**src/ira_pkg.sv**
```systemverilog
// ira_pkg: shared constants, codes and types of the indexed record array.
// Used by the cell, the controller, the top level and the port checker.
// No dependencies.
package ira_pkg;

   // built size of the array and width of a stored key
   localparam int DEPTH    = 64;
   localparam int KEY_BITS = 16;

   localparam int IDX_BITS = $clog2(DEPTH);
   localparam int CNT_BITS = $clog2(DEPTH + 1);

   // field widths of the words on the stream ports
   localparam int ACT_BITS    = 3;
   localparam int POS_BITS    = 7;
   localparam int KEYF_BITS   = 16;
   localparam int MARKS_BITS  = 16;
   localparam int GRADE_BITS  = 10;
   localparam int STAT_BITS   = 2;
   localparam int INDEX_BITS  = 6;
   localparam int COUNT_BITS  = 7;
   localparam int CAP_BITS    = 7;
   localparam int REQ_DBITS   = 56;
   localparam int RSP_DBITS   = 64;
   localparam int CSR_ABITS   = 3;
   localparam int CSR_DBITS   = 32;

   localparam int CMP_BITS = (KEY_BITS > KEYF_BITS) ? KEY_BITS : KEYF_BITS;

   localparam logic [GRADE_BITS-1:0] GRADE_MAX = 10'd1000;
   localparam logic [CAP_BITS-1:0]   CAP_RESET = 7'd64;

   // action codes
   localparam logic [ACT_BITS-1:0] ACT_INSERT   = 3'd0;
   localparam logic [ACT_BITS-1:0] ACT_DELETE   = 3'd1;
   localparam logic [ACT_BITS-1:0] ACT_SEARCH   = 3'd2;
   localparam logic [ACT_BITS-1:0] ACT_UPDATE   = 3'd3;
   localparam logic [ACT_BITS-1:0] ACT_TRAVERSE = 3'd4;

   // status codes
   localparam logic [STAT_BITS-1:0] STAT_OK   = 2'd0;
   localparam logic [STAT_BITS-1:0] STAT_FAIL = 2'd1;
   localparam logic [STAT_BITS-1:0] STAT_MISS = 2'd2;

   typedef struct packed {
      logic [KEY_BITS-1:0]   key;
      logic [MARKS_BITS-1:0] marks;
      logic [GRADE_BITS-1:0] grade;
   } rec_type;

   typedef enum logic [2:0] {
      CELL_HOLD   = 3'd0,
      CELL_INSERT = 3'd1,
      CELL_DELETE = 3'd2,
      CELL_WRITE  = 3'd3,
      CELL_ROTATE = 3'd4
   } cell_op_type;

   // command broadcast to every cell of the row
   typedef struct packed {
      cell_op_type         op;
      logic [POS_BITS-1:0] pos;
      logic [CNT_BITS-1:0] used;
      rec_type             wr_rec;
   } cell_cmd_type;

endpackage

```
**src/ira_cell.sv**
```systemverilog
// ira_cell: one entry of the record row; takes its neighbour's record on a
// shift or rotate, or the broadcast record on a write. Depends on ira_pkg.
module ira_cell import ira_pkg::*; (
   input  logic                clock,
   input  logic [IDX_BITS-1:0] cell_idx,
   input  cell_cmd_type        cmd,
   input  rec_type             left_rec,
   input  rec_type             right_rec,
   input  rec_type             head_rec,
   output rec_type             rec_out
);

   rec_type             rec_ff;
   rec_type             rec_in;
   logic [POS_BITS-1:0] idx;
   logic [POS_BITS-1:0] idx_next;
   logic [POS_BITS-1:0] used;

   assign idx      = POS_BITS'(cell_idx);
   assign idx_next = idx + POS_BITS'(1);
   assign used     = POS_BITS'(cmd.used);

   always_comb begin
      rec_in = rec_ff;
      case (cmd.op)
         CELL_INSERT: begin
            if (idx == cmd.pos) begin
               rec_in = cmd.wr_rec;
            end else if (idx > cmd.pos && idx <= used) begin
               rec_in = left_rec;
            end
         end
         CELL_DELETE: begin
            if (idx >= cmd.pos && idx_next < used) begin
               rec_in = right_rec;
            end
         end
         CELL_WRITE: begin
            if (idx == cmd.pos) begin
               rec_in = cmd.wr_rec;
            end
         end
         CELL_ROTATE: begin
            // tail of the used run wraps to the head's record
            if (idx_next < used) begin
               rec_in = right_rec;
            end else if (idx_next == used) begin
               rec_in = head_rec;
            end
         end
         default: rec_in = rec_ff;
      endcase
   end

   always_ff @(posedge clock) begin
      rec_ff <= rec_in;
   end

   assign rec_out = rec_ff;

endmodule

```
**config.mk**
```make
export PLATFORM = sky130hd
export DESIGN_NAME = ira_cell
export DESIGN_NICKNAME = d
export VERILOG_FILES = /design/src/ira_pkg.sv /design/src/ira_cell.sv
export SDC_FILE = /design/constraint.sdc
export NUM_CORES = 1
export LEC_CHECK = 0
export ABC_CLOCK_PERIOD_IN_PS = 3950
export BUFFER_PORTS_ARGS = -buffer_cell sky130_fd_sc_hd__buf_2
export CORE_ASPECT_RATIO = 0.75
export CORE_UTILIZATION = 40
export CTS_CLUSTER_SIZE = 8
export DETAILED_ROUTE_END_ITERATION = 7
export PLACE_DENSITY_LB_ADDON = 0.2
export SYNTH_ARGS = -nofsm -noshare
export SYNTH_HDL_FRONTEND = slang
export SYNTH_SLANG_ARGS = --single-unit
export TNS_END_PERCENT = 1
```
**constraint.sdc**
```tcl
create_clock -name clock -period 3.95 [get_ports clock]
set_input_delay 0.79 -clock clock [delete_from_list [all_inputs] [get_ports clock]]
set_output_delay 0.79 -clock clock [all_outputs]
set_load 0.05 [all_outputs]
```
=== Word-level counts from Yosys, hierarchy flattened ===
Cells that the tools add are included.

* Flip-flop bits (word level): 42
* Input port bits: 192
* Output and inout bits: 42
* Word-level logic and storage cells: 29

* Add/sub/neg operators: 1
* $lt $le $gt $ge: 4
* Equality and inequality tests: 10
* Mux-type cells: 7
* Reductions and logical operators: 4

{| class="wikitable"
|+ Operator list
! operator !! number
|-
| $mux W42 || 6
|-
| $pmux W42 S4 || 1
|-
| $add A6 B1 Y7 const B || 1
|-
| $eq A6 B7 Y1 || 1
|-
| $eq A7 B7 Y1 || 1
|-
| $ge A6 B7 Y1 || 1
|-
| $gt A6 B7 Y1 || 1
|-
| $le A6 B7 Y1 || 1
|-
| $lt A7 B7 Y1 || 1
|-
| $eq A3 B2 Y1 const B || 2
|-
| $ne A3 B3 Y1 const B || 2
|-
| $reduce_and A5 Y1 || 1
|-
| $ne A2 B2 Y1 const B || 2
|-
| $reduce_bool A4 Y1 || 1
|-
| $eq A3 B1 Y1 const B || 1
|-
| $eq A3 B3 Y1 const B || 1
|-
| $logic_and A1 B1 Y1 || 2
|}

=== Logic depth before layout (Yosys ltp) ===
Gate-level depths: netlist of the first run.

* Depth in word-level cells: 5
* Gate-level depth with buffers: 10
* Gate-level depth less buffers: 9

=== Worst setup path before layout of the first run ===
Ideal clock, no wire load.

* Kind: input-to-reg
* Start: input port cell_idx[0]
* End: register rec_ff (netlist bit rec_out[0]) (enable)
* Library setup time: 0.382 ns
* Data arrival time: 2.640 ns
* Slack: 0.927 ns
* Stages on the path: 9
* Buffers on the path: 0
* Path through: ha_1 -> nand3_1 -> xnor2_1 -> ha_1 -> nand4_1 -> nor3_1 -> o22ai_1 -> o21ai_0 -> o221a_2

* Word-level cells in the longest chain between the ends: 5

{| class="wikitable"
|+ RTL lines
! element !! RTL line !! text
|-
| start, declared || ira_cell.sv:5 || <nowiki>input logic [IDX_BITS-1:0] cell_idx,</nowiki>
|-
| $add A6 B1 Y7 || ira_cell.sv:20 || <nowiki>assign idx_next = idx + POS_BITS'(1);</nowiki>
|-
| $lt A7 B7 Y1 || ira_cell.sv:34, ira_cell.sv:45 ||
|-
| $logic_and A1 B1 Y1 || ira_cell.sv:34 || <nowiki>if (idx >= cmd.pos && idx_next < used) begin</nowiki>
|-
| $ne A2 B2 Y1 (no line) || n/a ||
|-
| $reduce_and A5 Y1 (no line) (*) || n/a ||
|-
| end signal, assigned || ira_cell.sv:56 || <nowiki>rec_ff <= rec_in;</nowiki>
|-
| end, declared || ira_cell.sv:13 || <nowiki>rec_type rec_ff;</nowiki>
|}

Mark *: on every way between the ends. The rest lies on a longest branch, timed or not.
A chain may end at the register's enable or synchronous reset.

=== Worst setup path in the final report of the first run ===
* Start: input port cell_idx[1]
* End: register rec_ff (netlist bit rec_out[41]) (enable)

The elaborated chain is that of the path after synthesis.

==> results of run 1 <==
-- cells in the final DEF, fill, tap and decap left out, drive strengths merged, types with 3 or more instances in the layout --
master,synthesis,layout
edfxtp,42,42
clkbuf,3,5
nor2,8,8
buf,24,242
o21ai,5,5
nand3,6,6
a221o,42,42
o22ai,42,42
mux2i,82,82
nand2,4,4
inv,14,14
ha,20,20
a21oi,8,8
xnor2,3,3
-- report_power, final --
group / internal [mW] / total (mW) / switching (mW)
Combinational: 0.227 / 0.639 / 0.411
Clock: 0.292 / 0.441 / 0.149
Sequential: 0.567 / 0.582 / 0.0152
-- final cells by class --
| cell class | count | area (µm²) |
|---|---|---|
| flip-flops and latches | 42 | 1261 |
| repair buffers | 242 | 1271 |
| fillers | 736 | 3591 |
| clock inverters | 2 | 33.78 |
| multi-input cells | 242 | 2130 |
| well taps | 108 | 135.1 |
| clock buffers | 5 | 125.1 |
| inverters | 14 | 52.55 |
-- worst paths after layout --
check | from | to | slack [ns] | cells after the start
setup / recovery | cell_idx[1] | rec_out[41]$_DFFE_PP_ | 0.92 | 11
hold / removal | head_rec[34] | rec_out[34]$_DFFE_PP_ | 0.81 | 2
-- worst max-delay path, cell delays in order --
cell and delay (ns):
buf_2 0.13, ha_1 0.18, nand3_1 0.12, xnor2_1 0.15, ha_1 0.30, nand4_1 0.15
nor3_1 0.23, o22ai_1 0.11, o21ai_0 0.09, o221a_2 0.54, buf_12 0.22
-- metrics by stage --
| step | util (%) | instances | power [mW] | area (µm²) |
|---|---|---|---|---|
| floorplan | - | 325 | 1.007 | 3600 |
| global placement | 56.39 | 648 | 1.217 | 4850 |
| detailed placement | 56.39 | 648 | 1.228 | 4850 |
| CTS | 58.24 | 655 | 1.671 | 5009 |
| global route | 58.24 | 655 | 1.741 | 5009 |
| finish | 58.24 | 655 | 1.661 | 5009 |
-- logic make-up after synthesis --
| family | count (synthesis) |
|---|---|
| AO/OA/AOI/OAI | 105 |
| flip-flops | 42 |
| buffers and inverters | 41 |
| AND/OR/NAND/NOR | 31 |
| multiplexers | 82 |
| XOR/XNOR | 4 |
| adder cells (fa/ha/maj) | 20 |
-- routing by layer --
| metal | part of all wire, % | vias to the layer above | wire [µm] | track usage [%] |
|---|---|---|---|---|
| li1 | - | 1790 | - | - |
| met4 | 1.3 | 0 | 161 | 6.880 |
| met1 | 40 | 1762 | 4778 | 30.50 |
| met5 | 0 | - | 0 | 0 |
| met2 | 51 | 181 | 6085 | 46.08 |
| met3 | 8.4 | 14 | 1015 | 6.570 |
==> impl_metrics.json, run 1 <==
{
  "synth_area_leader_cell": "edfxtp_1",
  "drc": 15,
  "ys_seq_area_share_pct": 35.04,
  "yosysMostFrequentCell": "mux2i_1",
  "ios": 234,
  "p_leak_nw": 2.284,
  "violations": "DRC",
  "layout.nets": 759,
  "synthCells": 325,
  "overflow": 0,
  "fin_tns_setup_ns": 0,
  "hp-class": "primary input to flop",
  "hold_buffers": 0,
  "critPathLaunchType": "primary input",
  "clockBufferDepth": 2,
  "power_density_nw_per_um2": 331.7,
  "synth_adder_area_share_pct": 6.952,
  "antenna_cells": 0,
  "max_freq_mhz": 330.4,
  "post_cts_resized": 0,
  "clk_pin_slew_worst_paths_ns": 0.06,
  "worstSetupPathType": "primary input to flop",
  "setup_violations": 0,
  "path_max_fanout": 16,
  "h-tree-depth": 2,
  "initial_utilization_pct": 41.86,
  "firstDrtPassIters": 8,
  "die-area_um2": 9387,
  "rsz0062_at_grt": "false",
  "vias": 3747,
  "synth_top_area_share_pct": 35.04,
  "crit_required_ns": 3.93,
  "wl_mm": 12.04,
  "synth_ff_type": "edfxtp_1",
  "maxSlewViolCount": 0,
  "ys_async_sr_fraction_pct": 0,
  "postSynthAreaPerCell_um2": 11.08,
  "synth_top_family_by_area": "multiplexers",
  "syn_area_um2": 3600,
  "hold_ws_ns": 0.8114,
  "ctsRootBufferMaster": "clkbuf_16",
  "period_share_pct": 76.62,
  "port_buffers": 233,
  "grt_pass1_vias": 3842,
  "drtAntennaViolNets": 0,
  "coreArea_um2": 8600,
  "status": "finished with violations",
  "synth_cell_types": 40,
  "setup_ws_ns": 0.9236,
  "largest_reg_flops": 42,
  "max_cap_viol_count": 0,
  "synth_compound_area_share_pct": 22.80,
  "synthTopCellsByArea": "edfxtp_1 35%, mux2i_1 23%, a221o_1 12%",
  "synth_edf_count": 42,
  "grt_pass1_wl_mm": 19.17,
  "syn_nets": 537,
  "drt-wirelength-per-cell_um": 18.38,
  "final-hold-violation-count": 0,
  "grt_max_degree": 44,
  "worst_pin_slew_ns": 0.5278,
  "dp_hpwl_mm": 9.252,
  "cts_tree": "yes",
  "synth-seq-cells": 42,
  "yosys-top-cells-count": "82 x mux2i_1, 42 x a221o_1, 42 x edfxtp_1, 42 x o22ai_1, 20 x ha_1",
  "grt_usage_pct": 25.63,
  "die_x_um": 111.5,
  "synth-simple-area-share_pct": 5.527,
  "cts-buffers-inserted": 5,
  "muxShareOfSynthArea_pct": 22.80,
  "gp_congestion": 1.013,
  "via_per_inst": 5.721,
  "drive_gt1_share_pct": 46.98,
  "endpoint_kind": "flop",
  "ir_worst_vdd_mv": 0.1578,
  "dp_slack_ns": 0.6256,
  "cts_setup_buffers": 0,
  "fin_crit_ns": 3.026,
  "drt_iter0_markers": 216,
  "yosys_warnings": 0,
  "maxSlewHeadroom_pct": 64.81,
  "antenna_found_initial": 0,
  "yosys.area_share.xor_xnor_pct": 0.9732,
  "syn_to_final_growth_pct": 39.14,
  "die_h_um": 84.16,
  "clock_sinks": 42,
  "num_rows": 29,
  "crit_arrival_ns": 3.01
}
No activity file was read; power rests on OpenSTA's default activity.
==> inputs of run 2 (changes only) <==
--- a/config.mk
+++ b/config.mk
@@ -5,7 +5,8 @@
 export SDC_FILE = /design/constraint.sdc
 export NUM_CORES = 1
 export LEC_CHECK = 0
-export ABC_CLOCK_PERIOD_IN_PS = 3950
+export ABC_AREA = 1
+export ABC_CLOCK_PERIOD_IN_PS = 2500
 export BUFFER_PORTS_ARGS = -buffer_cell sky130_fd_sc_hd__buf_2
 export CORE_ASPECT_RATIO = 0.75
 export CORE_UTILIZATION = 40
==> constraint.sdc (replaced) <==
create_clock -name clock -period 2.5 [get_ports clock]
set_input_delay 0.5 -clock clock [delete_from_list [all_inputs] [get_ports clock]]
set_output_delay 0.5 -clock clock [all_outputs]
set_load 0.05 [all_outputs]
==> run 2 against run 1 <==
- count of clock-buffer cells in the layout up 1
- the run now ends clean
- largest cell class unchanged
- critical path type unchanged
- non-clock buffer count rose by 22
- die area grew 10%
- first-iteration DRC count is 17% higher
==> impl_metrics.json, run 2 <==
{
  "nFillCells": 921,
  "syn_area_um2": 3985,
  "grt_pass1_wl_mm": 21.76,
  "postSynthAreaPerCell_um2": 6.066,
  "drc": 0,
  "fin_util_pct": 59.59,
  "cts-buffers-inserted": 5,
  "syn_to_final_growth_pct": 44.43,
  "die_x_um": 117.3,
  "startpoint": "cell_idx[2]",
  "p_total_mw": 2.901,
  "synth_edf_count": 42,
  "clock_sinks": 42,
  "maxSlewViolCount": 0,
  "final_cell_mix": "450 x nand2_1, 230 x buf_2, 43 x nand4_1, 42 x edfxtp_1, 28 x inv_1",
  "crit_required_ns": 2.50,
  "ios": 234,
  "worstSetupPathType": "primary input to flop",
  "via_per_inst": 5.016,
  "vias": 5161,
  "mostFrequentLayoutCell": "nand2_1",
  "syn_nets": 869,
  "firstDrtPassIters": 8,
  "cts_tree": "yes",
  "largest_reg_flops": 42,
  "yosys_warnings": 0,
  "clk_pin_slew_worst_paths_ns": 0.06,
  "coreArea_um2": 9658,
  "endpoint_kind": "flop",
  "gp_congestion": 0.8757,
  "antenna_found_initial": 0,
  "path_max_fanout": 7,
  "power_density_nw_per_um2": 504.0,
  "ir_worst_vdd_mv": 0.3256,
  "synth_area_leader_cell": "nand2_1",
  "status": "completed",
  "dp_cells": 1017,
  "initial_utilization_pct": 41.26,
  "dp_hpwl_mm": 10.62,
  "grt_max_degree": 43,
  "grt_usage_pct": 27.18,
  "ctsRootBufferMaster": "clkbuf_16",
  "maxSlewHeadroom_pct": 65.58,
  "worst_pin_slew_ns": 0.5163,
  "drtAntennaViolNets": 0,
  "fin_crit_ns": 2.382,
  "synth_cell_types": 22,
  "p_leak_nw": 3.131,
  "period_share_pct": 95.28,
  "min_from": "right_rec[19]",
  "setup_violations": 0,
  "h-tree-depth": 2,
  "drt_iter0_markers": 253,
  "multi_input_area_um2": 2526,
  "final_cells": 1029,
  "antenna_cells": 0,
  "port_buffers": 233,
  "layout.nets": 1108,
  "overflow": 0,
  "grt_pass1_vias": 4721,
  "max_freq_mhz": 419.8,
  "fin_tns_setup_ns": 0,
  "hold_buffers": 0,
  "ys_seq_area_share_pct": 31.65,
  "ys_async_sr_fraction_pct": 0,
  "synthTopCellsByArea": "nand2_1 42%, edfxtp_1 32%, nand4_1 6.8%",
  "wl_mm": 14.44,
  "synth-seq-cells": 42,
  "crit_arrival_ns": 2.38,
  "final-hold-violation-count": 0,
  "yosys-top-cells-count": "451 x nand2_1, 43 x nand4_1, 42 x edfxtp_1",
  "drive_gt1_share_pct": 32.55,
  "synthCells": 657,
  "critPathLaunchType": "primary input",
  "seqCellArea_um2": 1261,
  "clockBufferDepth": 2,
  "yosysMostFrequentCell": "nand2_1",
  "place_area_um2": 5444,
  "max_cap_viol_count": 0,
  "hp-class": "primary input to flop",
  "num_rows": 31,
  "synth_top_area_share_pct": 42.48,
  "synth_ff_type": "edfxtp_1",
  "fin_area_um2": 5756,
  "drt-wirelength-per-cell_um": 14.04,
  "die-area_um2": 10370,
  "die_h_um": 88.44
}
## run 2: layout make-up
| type | count | share of cell area [%] |
|---|---|---|
| Tap cell | 132 | 2.870 |
| Timing Repair Buffer | 264 | 26.30 |
| Clock inverter | 2 | 0.6522 |
| Multi-Input combinational cell | 551 | 43.89 |
| Inverter | 32 | 2.130 |
| Clock buffer | 6 | 2.239 |
| Sequential cell | 42 | 21.91 |
## run 2: where the power goes
part | switching [mW] | total [mW] | internal (mW)
clock network | 0.255 | 0.726 | 0.471
logic | 0.829 | 1.24 | 0.408
registers | 0.0287 | 0.937 | 0.908
## run 2: cell families after synthesis
logic type / Yosys count / synth area share, %
AND/OR/NAND/NOR: 519 / 53.00
buffers and inverters: 64 / 7.033
XOR/XNOR: 4 / 0.8790
adder cells (fa/ha/maj): 20 / 6.279
AO/OA/AOI/OAI: 8 / 1.162
flip-flops: 42 / 31.65
## run 2: final timing paths
kind | cells after the start | to | slack, ns
max | 16 | rec_out[38]$_DFFE_PP_ | 0.12
min | 3 | rec_out[19]$_DFFE_PP_ | 0.52
## run 2: metrics by stage
stage                     setup slack [ns]  hold slack, ns
after floorplan                    -0.3507          0.7062
after global placement             -0.1442          0.8110
after detailed placement           -0.1876          0.8135
after CTS                          0.09999          0.5234
after global routing             -0.009316          0.5426
final                               0.1181          0.5235
## run 2: layer usage
layer	up-vias	GRT usage [%]	wire length (µm)
met5	-	0	0
met2	251	48.50	6942
met4	0	7.250	199
li1	2561	-	-
met1	2326	33.09	6119
met3	23	6.164	1181
## run 2: repair_timing
action	CTS	global route
setup buffers	0	2
endpoints found under the setup margin	0	84
gates resized for setup	0	19
## run 2: worst max-delay path, cell delays in order
cell,delay [ns]
buf_4,0.11
nand3_2,0.07
nand3b_1,0.17
xor2_1,0.16
ha_1,0.31
nand2_2,0.08
inv_1,0.05
a21oi_2,0.14
nand2_2,0.10
inv_4,0.08
nand2_1,0.06
nand2_1,0.06
nand3_2,0.08
nor2_4,0.11
buf_12,0.15
clkbuf_16,0.15
==> inputs of run 3 (changes only) <==
--- a/config.mk
+++ b/config.mk
@@ -6,7 +6,7 @@
 export NUM_CORES = 1
 export LEC_CHECK = 0
 export ABC_AREA = 1
-export ABC_CLOCK_PERIOD_IN_PS = 2500
+export ABC_CLOCK_PERIOD_IN_PS = 2600
 export BUFFER_PORTS_ARGS = -buffer_cell sky130_fd_sc_hd__buf_2
 export CORE_ASPECT_RATIO = 0.75
 export CORE_UTILIZATION = 40
==> constraint.sdc (replaced) <==
create_clock -name clock -period 2.6 [get_ports clock]
set_input_delay 0.52 -clock clock [delete_from_list [all_inputs] [get_ports clock]]
set_output_delay 0.52 -clock clock [all_outputs]
set_load 0.05 [all_outputs]
==> run 3 against run 2 <==
- highest routed layer unchanged
- sequential power shrank 3.5%
- flip-flop and latch count is the same
- clock power shrank 5.9%
- sequential share of layout area grew 0.66 points
- die area is the same
- first-iteration DRC count shrank 3.2%
- via count shrank 1.1%
- count of clock-buffer cells in the layout shrank 1
- combinational power shrank 9%
- critical path depth is the same
- worst setup slack gained 0.081 ns
- core utilization shrank 1.7 points
==> impl_metrics.json, run 3 (same netlist as run 2, synthesis figures left out) <==
{
  "largest_reg_flops": 42,
  "firstDrtPassIters": 5,
  "fin_crit_ns": 2.401,
  "drt_iter0_markers": 245,
  "wl_mm": 14.17,
  "cpPeakStageDelay_ns": 0.27,
  "ios": 234,
  "ctsRootBufferMaster": "clkbuf_16",
  "h-tree-depth": 2,
  "overflow": 0,
  "grt_pass1_wl_mm": 21.22,
  "drtAntennaViolNets": 0,
  "worst_pin_slew_ns": 0.5328,
  "setup_violations": 0,
  "ir_worst_vdd_mv": 0.2455,
  "p_leak_nw": 3.065,
  "final_cell_mix": "451 x nand2_1, 233 x buf_2, 43 x nand4_1, 42 x edfxtp_1, 28 x inv_1",
  "die-area_um2": 10370,
  "path_max_fanout": 19,
  "cts_setup_buffers": 0,
  "via_per_inst": 4.998,
  "maxSlewHeadroom_pct": 64.48,
  "die_x_um": 117.3,
  "coreArea_um2": 9658,
  "clock_sinks": 42,
  "layout.nets": 1101,
  "critical_path.cell_chain": "buf_2, nand3_1, nand3b_1, xor2_1, ha_1, nand2_1, nor2_2, nand2_1, nand2_2, inv_2, buf_4, buf_4, nand2_1, nand2_1, nand2_1, nand4_1",
  "clockBufferDepth": 2,
  "port_buffers": 233,
  "worstSetupPathType": "primary input to flop",
  "crit_arrival_ns": 2.42,
  "critPathLaunchType": "primary input",
  "hold_ws_ns": 0.5556,
  "status": "completed",
  "endpoint_kind": "flop",
  "die_h_um": 88.44,
  "clk_pin_slew_worst_paths_ns": 0.06,
  "final-hold-violation-count": 0,
  "drive_gt1_share_pct": 31.61,
  "maxSlewViolCount": 0,
  "num_rows": 31,
  "rsz0062_at_grt": "false",
  "power_density_nw_per_um2": 486.6,
  "dp_hpwl_mm": 10.67,
  "mostFrequentLayoutCell": "nand2_1",
  "initial_utilization_pct": 41.26,
  "vias": 5103,
  "max_freq_mhz": 416.5,
  "hp-class": "primary input to flop",
  "gp_congestion": 0.9015,
  "cp_slowest_cell": "ha_1",
  "max_cap_viol_count": 0,
  "nFillCells": 971,
  "hold_buffers": 0,
  "crit_path_frequent_cell": "nand2_1",
  "cts_tree": "yes",
  "period_share_pct": 92.34,
  "p_total_mw": 2.719,
  "grt_max_degree": 43,
  "antenna_found_initial": 0,
  "crit_required_ns": 2.62,
  "grt_pass1_vias": 4605,
  "syn_to_final_growth_pct": 40.19,
  "drt-wirelength-per-cell_um": 13.88,
  "cts-buffers-inserted": 5,
  "grt_usage_pct": 26.54,
  "fin_tns_setup_ns": 0,
  "post_cts_resized": 0,
  "drc": 0,
  "antenna_cells": 0
}
## run 3: layout make-up
| class | instances | area, µm² | share of cell area (%) |
|---|---|---|---|
| clock inverters | 2 | 33.78 | 0.6047 |
| flip-flops and latches | 42 | 1261 | 22.58 |
| well taps | 132 | 165.2 | 2.956 |
| clock buffers | 5 | 125.1 | 2.240 |
| multi-input cells | 551 | 2506 | 44.86 |
| inverters | 32 | 120.1 | 2.150 |
| repair buffers | 257 | 1375 | 24.61 |
## run 3: worst paths after layout
| check | startpoint | to | slack, ns | cells past startpoint |
|---|---|---|---|---|
| setup / recovery | cell_idx[0] | rec_out[17]$_DFFE_PP_ | 0.20 | 16 |
| hold / removal | right_rec[19] | rec_out[19]$_DFFE_PP_ | 0.56 | 3 |
## run 3: per-stage QoR
step                      cells  util [%]  instance area (µm²)  setup slack (ns)
final                      1021     57.84                 5587            0.1992
after CTS                  1021     57.78                 5580            0.2025
after floorplan             657         -                 4024           -0.2707
after global placement     1014     56.13                 5421          -0.05862
after global routing       1021     57.84                 5587         0.0008877
after detailed placement   1014     56.13                 5421          -0.09359
## run 3: report_power, final
| part | internal (mW) | switching (mW) | total [mW] |
|---|---|---|---|
| Sequential | 0.874 | 0.0297 | 0.904 |
| Combinational | 0.349 | 0.783 | 1.13 |
| Clock | 0.444 | 0.239 | 0.683 |
| Total | 1.67 | 1.05 | 2.72 |
## run 3: critical path, delay by kind of cell
family | cells | cell delay (ns)
buffers and inverters | 4 | 0.57
AND/OR/NAND/NOR | 10 | 0.89
XOR/XNOR | 1 | 0.16
adder cells (fa/ha/maj) | 1 | 0.27
## run 3: metal layers
metal / part of all wire, % / GRT usage, % / wire length [µm]
met5: 0 / 0 / 0
met4: 1.2 / 5.524 / 171
met3: 7.8 / 5.959 / 1105
met2: 48 / 49.20 / 6870
met1: 43 / 31.46 / 6026
